## config.mk

```make
export PLATFORM = sky130hd
export DESIGN_NAME = adpcm_predictive_decoder_core
export DESIGN_NICKNAME = d
export VERILOG_FILES = /design/src/rtl/adpcm_pkg.sv /design/src/rtl/adpcm_ram.sv /design/src/rtl/adpcm_predict.sv /design/src/rtl/adpcm_predictive_decoder_core.sv
export SDC_FILE = /design/constraint.sdc
export NUM_CORES = 2
export LEC_CHECK = 0
export BUFFER_PORTS_ARGS = -buffer_cell sky130_fd_sc_hd__buf_2
export CELL_PAD_IN_SITES_DETAIL_PLACEMENT = 0
export CELL_PAD_IN_SITES_GLOBAL_PLACEMENT = 1
export CORE_MARGIN = 2
export CORE_UTILIZATION = 40
export CTS_CLUSTER_DIAMETER = 120
export DETAILED_ROUTE_END_ITERATION = 8
export PLACE_DENSITY = 0.63
export SKIP_LAST_GASP = 1
export SLEW_MARGIN = 20
export SYNTH_ARGS = -nofsm -noshare
export SYNTH_HDL_FRONTEND = slang
export SYNTH_SLANG_ARGS = --single-unit
```

## constraint.sdc

```tcl
create_clock -name clk -period 14.1 [get_ports clk]
set_input_delay 1.41 -clock clk [delete_from_list [all_inputs] [get_ports clk]]
set_output_delay 1.41 -clock clk [all_outputs]
set_load 0.1 [all_outputs]
```

## src/rtl/adpcm_pkg.sv

```systemverilog
`timescale 1ns / 1ps
`default_nettype none
// ----------------------------------------------------------------------------
// adpcm_pkg
// Shared types, operation codes and constants of the predictive ADPCM decoder.
// ----------------------------------------------------------------------------
package adpcm_pkg;

	// Number of channels with their own coefficient table and history
	localparam int CHANNELS_DEFAULT = 2;

	// Coefficient table layout: 16 entries per channel, split into 8 pairs
	localparam int COEF_W      = 16;
	localparam int COEF_PAIRS  = 8;
	localparam int PAIR_W      = 3;

	// Prediction scaling
	localparam int PRED_SHIFT  = 11;

	// Frame header keeps bits 6..0: pair index in 6..4, exponent in 3..0
	localparam int HDR_W       = 7;

	// Operation codes
	localparam logic [1:0] OP_LOAD_COEF = 2'd0;
	localparam logic [1:0] OP_LOAD_HIST = 2'd1;
	localparam logic [1:0] OP_HEADER    = 2'd2;
	localparam logic [1:0] OP_SAMPLE    = 2'd3;

	// One input item
	typedef struct packed {
		logic [1:0]         operation;
		logic               channel;
		logic [3:0]         coef_slot;
		logic signed [15:0] value_a;
		logic signed [15:0] value_b;
		logic [7:0]         code;
	} cmd_item_t;

	// One decoded sample
	typedef struct packed {
		logic signed [15:0] sample;
		logic               sample_channel;
	} smp_item_t;

endpackage : adpcm_pkg
`default_nettype wire

```

## src/rtl/adpcm_ram.sv

```systemverilog
`timescale 1ns / 1ps
`default_nettype none
// ----------------------------------------------------------------------------
// adpcm_ram
// Generic single-write, single-read RAM with registered read data.
// ----------------------------------------------------------------------------
module adpcm_ram #(
	parameter int WIDTH  = 16,
	parameter int DEPTH  = 16,
	parameter int ADDR_W = (DEPTH > 1) ? $clog2(DEPTH) : 1
) (
	input  wire logic              clk,
	input  wire logic              wr_en,
	input  wire logic [ADDR_W-1:0] wr_addr,
	input  wire logic [WIDTH-1:0]  wr_data,
	input  wire logic              rd_en,
	input  wire logic [ADDR_W-1:0] rd_addr,
	output      logic [WIDTH-1:0]  rd_data
);

	logic [WIDTH-1:0] mem [DEPTH];

	// write port
	always_ff @(posedge clk) begin
		if (wr_en) begin
			mem[wr_addr] <= wr_data;
		end
	end

	// registered read, held while rd_en is low
	always_ff @(posedge clk) begin
		if (rd_en) begin
			rd_data <= mem[rd_addr];
		end
	end

endmodule : adpcm_ram
`default_nettype wire

```

## src/rtl/adpcm_predict.sv

```systemverilog
`timescale 1ns / 1ps
`default_nettype none
// ----------------------------------------------------------------------------
// adpcm_predict
// Two-tap prediction, scaled nibble add and 16-bit saturation.
// ----------------------------------------------------------------------------
module adpcm_predict
	import adpcm_pkg::*;
(
	input  wire logic signed [15:0] hist_new,
	input  wire logic signed [15:0] hist_old,
	input  wire logic signed [15:0] coef_a,
	input  wire logic signed [15:0] coef_b,
	input  wire logic [3:0]         nibble,
	input  wire logic [3:0]         expo,
	output      logic signed [15:0] sample
);

	localparam int PRED_W = 33 - PRED_SHIFT;

	logic signed [31:0]       prod_a;
	logic signed [31:0]       prod_b;
	logic signed [32:0]       pred;
	logic signed [PRED_W-1:0] pred_sh;
	logic [18:0]              nib_ext;
	logic [18:0]              step;
	logic signed [22:0]       sum;
	logic                     ovf;

	// the two taps
	assign prod_a = hist_new * coef_a;
	assign prod_b = hist_old * coef_b;
	assign pred   = {prod_a[31], prod_a} + {prod_b[31], prod_b};

	// dropping the low bits is an arithmetic shift rounding toward minus infinity
	assign pred_sh = pred[32:PRED_SHIFT];

	// sign-extended nibble scaled by the exponent
	assign nib_ext = {{15{nibble[3]}}, nibble};
	assign step    = nib_ext << expo;

	assign sum = {{(23 - PRED_W){pred_sh[PRED_W-1]}}, pred_sh} + {{4{step[18]}}, step};

	// saturate: out of range when bits 22..15 are not all equal
	assign ovf = (sum[22:15] != {8{sum[22]}});

	always_comb begin
		if (!ovf) begin
			sample = sum[15:0];
		end else if (sum[22]) begin
			sample = 16'sh8000;
		end else begin
			sample = 16'sh7FFF;
		end
	end

endmodule : adpcm_predict
`default_nettype wire

```

## src/rtl/adpcm_predictive_decoder_core.sv

```systemverilog
`timescale 1ns / 1ps
`default_nettype none
// ----------------------------------------------------------------------------
// adpcm_predictive_decoder_core
// Per-channel two-tap predictive ADPCM decoder with coefficient, history and
// frame header loads.
// ----------------------------------------------------------------------------
//  channel | direction | transfer when          | payload
//  cmd     | into core | cmd_valid && !cmd_stall | cmd_item_t
//  smp     | out       | smp_valid && !smp_stall | smp_item_t
//
//  One item is taken every cycle while cmd_stall is low; a sample's transfer
//  loads the coefficient RAM read and stage one, then the prediction enters the
//  output register. The coefficient RAM read and the history feedback through
//  the prediction path shape this pipeline.
//  Reset clears history and frame headers; coefficients are undefined until
//  loaded. cmd_stall rises only while a decoded sample waits in stage one
//  behind a stalled output register.
// ----------------------------------------------------------------------------
module adpcm_predictive_decoder_core
	import adpcm_pkg::*;
#(
	parameter int CHANNELS = CHANNELS_DEFAULT
) (
	input  wire logic      clk,
	input  wire logic      arst_n,
	input  wire logic      cmd_valid,
	output      logic      cmd_stall,
	input  wire cmd_item_t cmd,
	output      logic      smp_valid,
	input  wire logic      smp_stall,
	output      smp_item_t smp
);

	localparam int CH_W     = (CHANNELS > 1) ? $clog2(CHANNELS) : 1;
	localparam int RAM_D    = CHANNELS * COEF_PAIRS;
	localparam int RAM_AW   = (RAM_D > 1) ? $clog2(RAM_D) : 1;

	logic              accept;
	logic              ch_ok;
	logic [CH_W-1:0]   ch_idx;
	logic [HDR_W-1:0]  cur_hdr;

	logic [HDR_W-1:0]  hdr_q [CHANNELS];
	logic signed [15:0] hist_new_q [CHANNELS];
	logic signed [15:0] hist_old_q [CHANNELS];

	logic              coef_we;
	logic [RAM_AW-1:0] coef_waddr;
	logic [RAM_AW-1:0] coef_raddr;
	logic              coef_re;
	logic [COEF_W-1:0] coef_even;
	logic [COEF_W-1:0] coef_odd;

	logic              valid_s1;
	logic              is_sample_s1;
	logic [CH_W-1:0]   ch_s1;
	logic              chan_s1;
	logic signed [15:0] value_a_s1;
	logic signed [15:0] value_b_s1;
	logic [3:0]        nibble_s1;
	logic [3:0]        expo_s1;
	logic              go_s1;

	logic signed [15:0] dec_sample;
	logic              smp_valid_q;
	smp_item_t         smp_q;

	// input decode
	assign accept  = cmd_valid && !cmd_stall;
	assign ch_ok   = int'(cmd.channel) < CHANNELS;
	assign ch_idx  = CH_W'(cmd.channel);
	assign cur_hdr = hdr_q[ch_idx];

	// stage one moves unless a sample waits on a stalled output register
	assign go_s1     = !valid_s1 || !is_sample_s1 || !smp_valid_q || !smp_stall;
	assign cmd_stall = valid_s1 && !go_s1;

	// coefficient RAMs: even entries and odd entries of each pair
	assign coef_we    = accept && ch_ok && (cmd.operation == OP_LOAD_COEF);
	assign coef_waddr = RAM_AW'({ch_idx, cmd.coef_slot[3:1]});
	assign coef_re    = accept && ch_ok && (cmd.operation == OP_SAMPLE);
	assign coef_raddr = RAM_AW'({ch_idx, cur_hdr[6:4]});

	adpcm_ram #(
		.WIDTH (COEF_W),
		.DEPTH (RAM_D)
	) u_coef_even (
		.clk     (clk),
		.wr_en   (coef_we && !cmd.coef_slot[0]),
		.wr_addr (coef_waddr),
		.wr_data (cmd.value_a),
		.rd_en   (coef_re),
		.rd_addr (coef_raddr),
		.rd_data (coef_even)
	);

	adpcm_ram #(
		.WIDTH (COEF_W),
		.DEPTH (RAM_D)
	) u_coef_odd (
		.clk     (clk),
		.wr_en   (coef_we && cmd.coef_slot[0]),
		.wr_addr (coef_waddr),
		.wr_data (cmd.value_a),
		.rd_en   (coef_re),
		.rd_addr (coef_raddr),
		.rd_data (coef_odd)
	);

	// frame headers update on transfer
	always_ff @(posedge clk or negedge arst_n) begin
		if (!arst_n) begin
			for (int i = 0; i < CHANNELS; i++) begin
				hdr_q[i] <= '0;
			end
		end else if (accept && ch_ok && (cmd.operation == OP_HEADER)) begin
			hdr_q[ch_idx] <= cmd.code[HDR_W-1:0];
		end
	end

	// stage one control
	always_ff @(posedge clk or negedge arst_n) begin
		if (!arst_n) begin
			valid_s1 <= 1'b0;
		end else if (go_s1) begin
			valid_s1 <= accept && ch_ok &&
				((cmd.operation == OP_LOAD_HIST) || (cmd.operation == OP_SAMPLE));
		end
	end

	// stage one payload
	always_ff @(posedge clk) begin
		if (go_s1 && accept) begin
			is_sample_s1 <= (cmd.operation == OP_SAMPLE);
			ch_s1        <= ch_idx;
			chan_s1      <= cmd.channel;
			value_a_s1   <= cmd.value_a;
			value_b_s1   <= cmd.value_b;
			nibble_s1    <= cmd.code[3:0];
			expo_s1      <= cur_hdr[3:0];
		end
	end

	adpcm_predict u_predict (
		.hist_new (hist_new_q[ch_s1]),
		.hist_old (hist_old_q[ch_s1]),
		.coef_a   (coef_even),
		.coef_b   (coef_odd),
		.nibble   (nibble_s1),
		.expo     (expo_s1),
		.sample   (dec_sample)
	);

	// history: loads and decoded samples applied in order as stage one leaves
	always_ff @(posedge clk or negedge arst_n) begin
		if (!arst_n) begin
			for (int i = 0; i < CHANNELS; i++) begin
				hist_new_q[i] <= '0;
				hist_old_q[i] <= '0;
			end
		end else if (valid_s1 && go_s1) begin
			if (is_sample_s1) begin
				hist_new_q[ch_s1] <= dec_sample;
				hist_old_q[ch_s1] <= hist_new_q[ch_s1];
			end else begin
				hist_new_q[ch_s1] <= value_a_s1;
				hist_old_q[ch_s1] <= value_b_s1;
			end
		end
	end

	// output register
	always_ff @(posedge clk or negedge arst_n) begin
		if (!arst_n) begin
			smp_valid_q <= 1'b0;
		end else if (valid_s1 && is_sample_s1 && go_s1) begin
			smp_valid_q <= 1'b1;
		end else if (!smp_stall) begin
			smp_valid_q <= 1'b0;
		end
	end

	always_ff @(posedge clk) begin
		if (valid_s1 && is_sample_s1 && go_s1) begin
			smp_q.sample         <= dec_sample;
			smp_q.sample_channel <= chan_s1;
		end
	end

	assign smp_valid = smp_valid_q;
	assign smp       = smp_q;

endmodule : adpcm_predictive_decoder_core
`default_nettype wire
```

# After elaboration in Yosys (flattened, before gate mapping)
# Memory sizes are Yosys's and may differ from the RTL's. A register that Yosys moved wholly into a read port is not among the register bits.
# Index checks and enable logic that the tools add are counted.
[classes]
multipliers = 2
bitwise_logic = 2
order_cmp = 4
muxes = 28
n_reduce_logical = 26
n_shift = 1
n_eq_ne = 5
n_addsub = 2
[ops]
columns = ["cell", "n"]
rows = [
  ["$mux W16", 9],
  ["$bwmux W32", 4],
  ["$mul A16 B16 Y32", 2],
  ["$mux W32", 2],
  ["$add A32 B32 Y33", 1],
  ["$mux W7", 4],
  ["$add A22 B19 Y23", 1],
  ["$shl A19 B4 Y19", 1],
  ["$demux W16 S1", 1],
  ["$bwmux W14", 1],
  ["$logic_and A1 B1 Y1", 14],
  ["$demux W7 S1", 1],
  ["$logic_not A1 Y1", 7],
  ["$ne A7 B7 Y1", 1],
  ["$mux W1", 6],
  ["$eq A2 B2 Y1 const B", 2],
  ["$ge A2 B2 Y1 const B", 2],
  ["$logic_or A1 B1 Y1", 4],
  ["$lt A2 B1 Y1 const B", 2],
  ["$not A1 Y2", 2],
  ["$eq A2 B1 Y1 const B", 1],
  ["$logic_not A2 Y1", 1],
  ["$ne A2 B1 Y1 const B", 1],
]
[totals]
ff_bits = 139
n_memories = 2
out_inout_bits = 19
elab_cells = 88
input_bits = 51
ramBits = 512
[mem_list]
columns = ["name", "words", "width", "rd", "rd_ports_with_merged_regs", "wr", "line", "text"]
rows = [
  ["u_coef_even.mem", 16, 16, 1, 1, 1, "adpcm_ram.sv:21", "logic [WIDTH-1:0] mem [DEPTH];"],
  ["u_coef_odd.mem", 16, 16, 1, 1, 1, "adpcm_ram.sv:21", ""],
]

# Depth between registers and ports, before layout
[logic_depth]
word_depth = 12
mapped_depth = 42
ltp_nobuf = 37

# Modules after synthesis
# From an unflattened synthesis, not the netlist that was laid out.
[unflattened]
hier_cells = 3593
area_unflattened_um2 = 47604.4
[modules_own_cells]
columns = ["module", "seq_area_each_um2", "cells_each", "n_inst", "area_per_inst_um2"]
rows = [
  ["adpcm_predict", 0.0, 2333, 1, 21214.1],
  ["adpcm_ram", 8167.8, 432, 2, 10203.5],
  ["adpcm_predictive_decoder_core", 3773.6, 396, 1, 5983.2],
]

# Worst setup path before layout
# No wires, ideal clock.
[synth_path]
kind = "reg-to-reg"
startpoint = "register chan_s1 (netlist name)"
endpoint = "register hist_new_q[25] (netlist bit)"
stages_incl_launch_ff = 39
arrival_ps = 10168
setup_ps = 90
slack_ps = 3842
t_required_ps = 14010
n_path_buf = 5
period_less_slack_ps = 10258
path_cell_list = "edfxtp_1 > clkbuf_1 > clkbuf_1 > clkbuf_1 > mux2_2 > clkbuf_1 > nand2_1 > fa_1 > fa_1 > inv_1 > fa_1 > inv_1 > fa_1 > inv_1 > fa_1 > fa_1 > fa_1 > inv_1 > (+3 left out) > a21o_1 > a21o_1 > a221oi_1 > a21boi_0 > a311o_1 > a21o_1 > xor2_1 > ha_1 > and3_1 > nand2_1 > nor4b_1 > and4bb_1 > nor3b_1 > a211o_1 > a41oi_1 > clkbuf_1 > a21oi_1 > o221ai_1"
[synth_rtl]
columns = ["item", "line", "text"]
rows = [
  ["end signal: indexed assignment", "adpcm_predictive_decoder_core.sv:164", "hist_new_q[ch_s1] <= dec_sample;"],
  ["end signal: indexed assignment", "adpcm_predictive_decoder_core.sv:167", "hist_new_q[ch_s1] <= value_a_s1;"],
  ["end: declaration", "adpcm_predictive_decoder_core.sv:45", "logic signed [15:0] hist_new_q [CHANNELS];"],
]

==> key figures <==
Yosys
  • Mapped Area: between 40000 and 50000 um2
  • Flops & latches, synth: ~680
  • Complex-gate fraction of the synthesized area: between 2 and 3%
  • Largest family of logic cells by synthesized area: adder cells
  • Sequential area share after synthesis: between 40% and 50%
  • Synthesized netlist cell count: roughly 3600
  • Simple logic cell fraction of the synthesized area: 8.29%
  • Synth Area per Inst: ~13 um2
  • Post-synth top flop: edfxtp_1
  • Post-synth cell types: 56
  • Ys async rst share: 11.7%
  • Number of synthesized flops with an enable pin: between 600 and 700
  • Post-synth net total: around 4400
  • Adder-cell share of the synthesized area: 29.1%
  • Xor and xnor area share after synthesis: approximately 1.1%
  • Post-synthesis mux area share: 9.76%
  • YS warnings: 0

CTS
  • Clock Pin Slew Worst Setup and Hold Paths: about 0.06 ns
  • CTS Buffer Depth: 3
  • Post_cts resized: 0
  • Clk sinks: approximately 680
  • Clock root buffer: clkbuf_16
  • Setup Buffers After CTS: 0
  • Cts bufs inserted: 70
  • Post-CTS Hold Buffers: 0
  • Worst skew pair latency: approximately 0.63 ns
  • CTS tree: yes
  • Number of H-tree levels: 3

Die
  • CORE AREA: approximately 120000 um2
  • Top Ports: 70
  • Die area: about 120000 um2
  • Initial Util: about two fifths
  • DIE HEIGHT: 348 um
  • Rows: ~130
  • Die span in x: around 350 um

Timing
  • Final period util: 85.4%
  • Final hold vios: 0
  • WHS: 0.458 ns
  • Count of final setup violators: 0
  • Max Fclk: 83.0 MHz
  • Final min period: around 12 ns
  • Worst setup skew after layout: ~0.040 ns
  • Max Slew Vio Count: 0
  • RSZ-0062 raised after global routing: no
  • Max-slew headroom: between 20% and 30%
  • Slew @ Worst Pin: 1.10 ns
  • Fin Setup TNS: 0 ns

Final layout
  • Fin nets: approximately 4400
  • Layout cells sized above 1: 12.9%
  • Most frequent cells in the layout: inv_1 (689), edfxtp_1 (603), fa_1 (584), nand2_1 (351), and2_1 (241)
  • Fill cells: roughly 11000
  • Commonest non-fill, non-tap cell in the layout: inv_1
  • P&R area growth vs syn: 9.23%

Place
  • Port Buf Inserts: between 60 and 70
  • DP Wirelength: 84.9 mm
  • GPL Wtd Cong: 0.828

Hold path
  • Min-Delay Path Class: reg2reg
  • Worst hold stages: 2
  • Hold path startpoint: hist_old_q[14]

Global routing
  • Gr ovfl total: 0
  • Vias in the first global route: around 28000
  • First-pass GRT wire length: 176 mm
  • Largest net degree at the start of global routing: about 130
  • Initial antenna violation count: 4
  • GRT Util Overall: 19.3%

Worst setup path
  • Crit-path max FO: 49
  • Worst EP required: 14.62 ns
  • Worst path bufs/invs: 8
  • Worst path depth: 37
  • Setup crit end kind: register
  • Crit path launch type: register
  • Crit-path max cell delay: around 0.76 ns
  • Delay-heaviest family, CP: adder cells
  • Most used cell, CP: fa_1
  • R2R depth: 37
  • Slowest cell on crit path: o41ai_4
  • Reg2reg start: chan_s1
  • Setup CP Type: reg2reg
  • Critical path data arrival time: approximately 13 ns
  • Setup crit start: chan_s1

Routing
  • Detailed-route wire length: ~110 mm
  • Drt drc: 0
  • Vias post-DR: around 26000
  • Iter 0 DRT Violations: around 1600
  • Pre-antenna DRT Iters: 7
  • Final ANT Viol Nets: 0
  • Vias/cell: slightly above 5
  • Average wire per standard cell: roughly 22 um

Run
  • Max-Cap Viols: 0

Outcome
  • Status: finished clean
## registers in the layout (all words and copies together) (netlist names), 14 cells and up
register             cells
u_coef_even.rd_data     16
value_a_s1              16
u_coef_even.mem        256
u_coef_odd.mem         256
hist_old_q              32
hist_new_q              32
u_coef_odd.rd_data      16
value_b_s1              16
smp                     17
hdr_q                   14
## synth_stat cells, drive strengths merged (2+ instances only)
cell,number,area share (%)
mux2,67,1.6
dfrtp,80,4.2
o211ai,9,0.14
o21bai,4,0.063
fa,584,25
buf,24,0.22
a21oi,47,0.50
inv,690,5.5
nand3b,7,0.11
or2,9,0.12
o31ai,30,0.47
o21a,4,0.063
nand4,8,0.11
nand3,31,0.33
xor2,21,0.39
nand2b,19,0.25
clkbuf,123,0.97
o221ai,16,0.30
a21boi,3,0.047
a31oi,5,0.066
nand2,351,2.8
or3,2,0.026
edfxtp,603,38
nor2b,27,0.36
nor3,12,0.14
and4,3,0.055
nor4b,2,0.037
a211o,2,0.037
nor2,77,0.61
o21ai,25,0.26
mux2i,25,0.53
and2,241,3.2
and3,7,0.092
xnor2,37,0.68
nor3b,3,0.047
mux4,161,7.6
ha,168,4.4
a21o,23,0.36
a221oi,2,0.037
a211oi,13,0.21
nor4,3,0.040
## worst paths after layout
check / to / slack [ns]
worst max-delay path: hist_new_q[3] / 2.06
worst min-delay path: hist_old_q[14] / 0.46
worst max register to register: hist_new_q[3] / 2.06
worst min register to register: hist_old_q[14] / 0.46
max in group asynchronous: hist_old_q[14] / 12.28
min in group asynchronous: hist_new_q[3] / 0.69
## final cells by class
type	count	area (um2)	share of cell area, %
Antenna cell	2	5.00	0.00966
Clock buffer	90	1910	3.69
Clock inverter	35	240	0.464
Inverter	690	2590	5.00
Multi-Input combinational cell	2059	24300	47.0
Sequential cell	683	20100	38.8
Tap cell	1536	1920	3.71
Timing Repair Buffer	115	711	1.37
## metrics by stage
step           util, %  instances  cell area (um2)  setup WS, ns
2_1_floorplan        -       3579            47400          3.84
4_1_cts           43.9       5208            51800          2.08
3_3_place_gp      42.1       5083            49600          2.22
5_1_grt           43.9       5208            51800          1.48
3_5_place_dp      42.1       5083            49700          2.12
6_report          44.0       5210            51800          2.06
## worst min-delay path, stage by stage, from the launching register on
cell     delay [ns]
dfrtp_1        0.33
nand2_1        0.05
nand2_1        0.04
## cells by family (layout without fill, tap and decap cells)
kind of cell / after synthesis / after routing
simple gates: 803 / 803
xor+xnor: 58 / 58
mux: 253 / 253
buf+inv: 837 / 930
flops: 683 / 683
other cells: 0 / 2
compound gates: 193 / 193
fa+ha+maj: 752 / 752
## metal layers
| metal | GRT usage (%) | vias to the layer above | routed length [um] |
|---|---|---|---|
| met4 | 4.00 | 2 | 1920 |
| met5 | 0 | - | 12 |
| li1 | - | 11862 | - |
| met2 | 32.9 | 444 | 56300 |
| met1 | 26.9 | 13992 | 50900 |
| met3 | 2.11 | 115 | 3830 |
Power is left out: the tool's default activity adds up to more than one toggle a clock period on the data nets, which glitch-free logic cannot reach.
